===== src/sv/ilist_pkg.sv =====
// Shared types and constants for the indexed list block.
`timescale 1ns / 1ps
package ilist_pkg;

  localparam int unsigned DATA_W  = 32;
  localparam int unsigned FUNC_W  = 3;
  localparam int unsigned INDEX_W = 7;
  localparam int unsigned STAT_W  = 2;
  localparam int unsigned LEN_W   = 7;
  localparam int unsigned POS_W   = 13;

  typedef enum logic [FUNC_W-1:0] {
    FN_READ     = 3'd0,
    FN_INS_HEAD = 3'd1,
    FN_INS_TAIL = 3'd2,
    FN_INS_IDX  = 3'd3,
    FN_DEL_IDX  = 3'd4
  } func_e;

  typedef enum logic [STAT_W-1:0] {
    ST_DONE  = 2'd0,
    ST_RANGE = 2'd1,
    ST_FULL  = 2'd2
  } status_e;

  typedef enum logic [1:0] {
    CELL_HOLD = 2'd0,
    CELL_INS  = 2'd1,
    CELL_DEL  = 2'd2
  } cell_op_e;

  typedef struct packed {
    cell_op_e          op;
    logic [POS_W-1:0]  pos;
    logic [DATA_W-1:0] value;
  } cell_ctrl_t;

endpackage


===== src/sv/ilist_cell.sv =====
// One list entry: holds, loads the new value, or shifts from a neighbor.
`timescale 1ns / 1ps
module ilist_cell
  import ilist_pkg::*;
#(
  parameter int unsigned IDX = 0
) (
  input  logic              clk_i,
  input  cell_ctrl_t        ctrl_i,
  input  logic [DATA_W-1:0] prev_i,
  input  logic [DATA_W-1:0] next_i,
  output logic [DATA_W-1:0] data_o,
  output logic [DATA_W-1:0] rd_o
);

  localparam logic [POS_W-1:0] MyPos = POS_W'(IDX);

  logic [DATA_W-1:0] data_q;
  logic [DATA_W-1:0] data_d;

  always_comb begin
    data_d = data_q;
    case (ctrl_i.op)
      CELL_INS: begin
        if (MyPos == ctrl_i.pos) begin
          data_d = ctrl_i.value;
        end else if (MyPos > ctrl_i.pos) begin
          data_d = prev_i;
        end
      end
      CELL_DEL: begin
        if (MyPos >= ctrl_i.pos) begin
          data_d = next_i;
        end
      end
      default: data_d = data_q;
    endcase
  end

  always_ff @(posedge clk_i) begin
    data_q <= data_d;
  end

  assign data_o = data_q;
  assign rd_o   = (MyPos == ctrl_i.pos) ? data_q : '0;

endmodule


===== config.mk =====
export PLATFORM = sky130hd
export DESIGN_NAME = ilist_cell
export DESIGN_NICKNAME = d
export VERILOG_FILES = /design/src/sv/ilist_pkg.sv /design/src/sv/ilist_cell.sv
export SDC_FILE = /design/constraint.sdc
export NUM_CORES = 1
export LEC_CHECK = 0
export BUFFER_PORTS_ARGS = -buffer_cell sky130_fd_sc_hd__buf_2
export CAP_MARGIN = 20
export CORE_ASPECT_RATIO = 0.6
export CORE_UTILIZATION = 38
export CTS_BUF_LIST = sky130_fd_sc_hd__clkbuf_8
export CTS_CLUSTER_SIZE = 25
export DETAILED_ROUTE_END_ITERATION = 7
export HOLD_SLACK_MARGIN = 0.08
export PLACE_DENSITY = 0.79
export RECOVER_POWER = 25
export SLEW_MARGIN = 10
export SYNTH_ARGS = -nofsm -noshare
export SYNTH_HDL_FRONTEND = slang
export SYNTH_SLANG_ARGS = --single-unit

===== constraint.sdc =====
create_clock -name clk_i -period 2.9 [get_ports clk_i]
set_clock_uncertainty 0.05 [all_clocks]
set_input_delay 0.58 -clock clk_i [delete_from_list [all_inputs] [get_ports clk_i]]
set_output_delay 0.58 -clock clk_i [all_outputs]
set_load 0.05 [all_outputs]

After elaboration in Yosys (flattened, before gate mapping):

Cells that the tools add are included.

* order comparisons: 2
* equal/unequal tests: 4
* multiplexer cells: 5
* reductions and logical operators: 3

Operator list (count)
* 32-bit two-way mux: 4
* 32-bit one-hot mux with 2 select lines: 1
* 1-bit by 13-bit >= comparator with 1-bit output (first input constant): 1
* 1-bit by 13-bit greater-than comparator with 1-bit output (first input constant): 1
* 13-bit logical NOT: 1
* 3-bit inequality test (second input constant): 1
* 3-bit AND reduction: 1
* 2-bit by 1-bit == test with 1-bit output (second input constant): 1
* 2-bit == test (second input constant): 1
* 2-bit inequality test (second input constant): 1
* 2-bit nonzero test: 1

* register bits after elaboration: 32
* logic and storage cells: 15

Logic depth before layout (Yosys ltp):

* depth after elaboration: 4
* depth in mapped cells: 6
* gate-level depth less buffers: 5

Worst setup path after synthesis:

OpenSTA, ideal clock, no wires.

* path type: input to register
* start point: in ctrl_i[34] (netlist bit)
* end point: reg data_q[0] (netlist: data_o[0]) (enable)
* data arrival time: 2.338 ns
* slack: 0.120 ns
* stages: 5
* path buffers: 2
* path through: nor4_2 and4_1 buf_4 buf_6 o21ba_1

* cells in the longest elaborated chain, start to end: 3
* elaborated cells on any way between the ends: 6

Ends and longest elaborated chain
* from (decl): line ilist_cell.sv:9 `input cell_ctrl_t ctrl_i,`
* 1-bit by 13-bit greater-than comparator with 1-bit output (tied with other cells): line ilist_cell.sv:27 `end else if (MyPos > ctrl_i.pos) begin`
* 3-bit inequality test (no source line) / 2-bit inequality test (equally long branches)
* 3-bit AND reduction (no source line) (*)
* to (signal assigned): line ilist_cell.sv:41 `data_q <= data_d;`
* to (decl): line ilist_cell.sv:18 `logic [DATA_W-1:0] data_q;`

Every way passes the cells marked *; elsewhere a longest branch is shown, timed or not.
A chain may end at the register's enable or synchronous reset.

Worst setup path after layout:

* start point: in ctrl_i[41] (netlist bit)
* end point: out rd_o[26]

* cells in the longest elaborated chain, start to end: 2

Ends and longest elaborated chain
* 13-bit logical NOT: line ilist_cell.sv:45 `assign rd_o = (MyPos == ctrl_i.pos) ? data_q : '0;`
* 32-bit two-way mux: line ilist_cell.sv:45
* to (decl): line ilist_cell.sv:13 `output logic [DATA_W-1:0] rd_o`

Every way passes these cells.

==> flow_summary_export.csv <==
group,metric,value,unit
floorplanning,rows,22,
detailed_routing,avgViaCountPerCell,5.23,
placed_design,hpwlAfterDp,5070,µm
cells_and_area,largest_reg_flops,32,
synthesis,synth.top_cells.by_area,"edfxtp_1 40%, a221o_1 13%, a41oi_1 12%",
critical_path,crit_fanout,49,
pwr,peakVddDrop,0.000177,V
hold_path,hold_path_class,"in2reg",
cts,post_cts_resize_count,0,
sta,tightest_slew,618,ps
critical_path,criticalPathCategory,"in2out",
cts,cts.htree.levels,2,
synthesis,ys_ff_latch,32,
cells_and_area,nFillCells,590,
global_routing,grt_max_degree,61,
sta,clock.fmax,0.388,GHz
floorplanning,die_h,63.6,µm
synthesis,synth_top_area_share,40.0,%
sta,layout_min_cycle_time,2570,ps
sta,rsz0062_at_grt,"false",
floorplanning,pin_count,176,
sta,hold_viol_final,0,
critical_path,end_kind,"primary output",
status,outcome,"completed",
synthesis,yosysWarnings,0,
detailed_routing,vias,2507,
pwr,totalPowerFinal,1.39,mW
critical_path,worstPathRequired,2270,ps
floorplanning,die_w,105,µm
synthesis,syn_area_per_cell,10.4,µm²
synthesis,synth_nets,346,
cts,cts-root-buf,"clkbuf_8",
detailed_routing,wirelength,7010,µm
cells_and_area,num_antenna_cells,0,
pwr,cellLeakagePower,1.51,nW
global_routing,overflow,0,
global_routing,antenna_found_initial,0,
global_routing,grt_pass1_wl,10800,µm
cts,holdBufCountCts,0,
detailed_routing,wl_per_cell,14.6,µm
job,cap_violations,0,
detailed_routing,postRouteAntennaNets,0,
placed_design,io_buffer_count,175,
placed_design,place.gp.congestion,0.706,
synthesis,ys_seq_area_share,40.0,%
cts,numCtsBuffers,5,
floorplanning,dieArea,6650,µm²
cts,clk_pin_slew_worst_paths,70,ps
floorplanning,initial_core_util,39.3,%
pwr,p_per_area,410,nW/µm²
cts,clock-sinks,32,
global_routing,grt_pass1_vias,2342,
cells_and_area,nNetsFinal,509,
sta,slew_headroom,59.0,%
placed_design,pre_cts_slack,330,ps
synthesis,netlist_area,2400,µm²
sta,fin_tns_setup,0,ps
sta,layout_setup_ws,326,ps
detailed_routing,drtIter0Drc,115,
synthesis,ys_types,17,
cts,clockBufferDepth,2,
synthesis,syn_inst,232,
critical_path,startpoint_type,"input pin",
sta,slew_viol_final,0,
cts,cts_tree,"yes",
critical_path,cp.arrival,1940,ps
floorplanning,core-area,6110,µm²
sta,finalSetupViolCount,0,
cells_and_area,drive_gt1_share,41.5,%
cells_and_area,syn2layout_area_growth,40.9,%
detailed_routing,detail_route.first_pass.iterations,4,
sta,fin_crit_sh,88.8,%
global_routing,grt_use_total,20.5,%
synthesis,yosys.area.top_type,"edfxtp_1",
cts,cts_setup_buffers,0,
detailed_routing,drc,0,
## power breakdown
group	internal [mW]	leakage [nW]	total, mW	switching, mW
sequential	0.580	0.298	0.605	0.0254
combinational	0.147	1.18	0.473	0.325
clock	0.158	0.0391	0.311	0.153
total	0.885	1.51	1.39	0.503
## cell type report
cell class | instances | area [µm²] | share of cell area [%]
clock buffers | 5 | 68.8 | 2.03
clock inverters | 2 | 7.51 | 0.222
inverters | 2 | 7.51 | 0.222
multi-input cells | 169 | 1310 | 38.7
flip-flops and latches | 32 | 961 | 28.4
well taps | 84 | 105 | 3.11
repair buffers | 185 | 923 | 27.3
## synthesized netlist by cell type, drive strengths merged
master  instances
ha              2
nor2b          32
inv             2
and4            1
clkbuf         13
and2           32
a41oi          32
o21ba           1
nor3            1
a221o          32
nand2b         32
buf            16
nor4            2
edfxtp         32
nor2            2
## cell usage in the layout (no fill, tap or decap), types with 2 or more instances in the layout
| cell type | Yosys | layout |
|---|---|---|
| inv_1 | 2 | 2 |
| buf_2 | 10 | 143 |
| nand2b_1 | 32 | 32 |
| buf_4 | 4 | 9 |
| clkbuf_1 | 13 | 32 |
| clkbuf_8 | 0 | 5 |
| and2_1 | 32 | 32 |
| a221o_1 | 32 | 32 |
| a41oi_1 | 32 | 32 |
| clkinv_1 | 0 | 2 |
| nor2b_1 | 32 | 32 |
| nor4_4 | 0 | 2 |
| edfxtp_1 | 32 | 32 |
## kinds of logic (layout without fill, tap and decap cells)
| kind of cell | count (synthesis) | after routing | share of synthesized area (%) |
|---|---|---|---|
| AOI/OAI and AO/OA | 65 | 65 | 25.4 |
| adders and majority gates | 2 | 2 | 1.04 |
| buffers and inverters | 31 | 194 | 6.61 |
| DFF | 32 | 32 | 40.0 |
| and+or+nand+nor | 102 | 102 | 26.9 |
## final timing paths
kind / depth (start not counted) / to / slack (ps) / start
worst max-delay path: 6 / rd_o[26] / 330 / ctrl_i[41]
worst min-delay path: 2 / data_o[14] / 560 / next_i[14]
## critical path: stages
cell    delay, ps
buf_2         120
nor4_4        290
and4_2        300
buf_12        220
and2_1        160
buf_2         260
## through the flow
stage | hold WS, ps | utilization (%) | cells | instance area, µm²
after floorplan | 745 | - | 232 | 2400
after detailed placement | 840 | 54.8 | 472 | 3350
final | 556 | 55.4 | 479 | 3380
after global placement | 839 | 54.8 | 472 | 3350
after CTS | 545 | 56.0 | 479 | 3420
after global routing | 555 | 55.4 | 479 | 3380
## layer usage
layer / global-route usage (%) / part of all wire, % / vias to the layer above
li1: - / - / 1225
met1: 24.7 / 43 / 1158
met2: 37.1 / 49 / 120
met3: 4.55 / 7.5 / 4
met4: 5.46 / 0.41 / 0
met5: 0 / 0 / -
(Power assumes the default switching activity.)
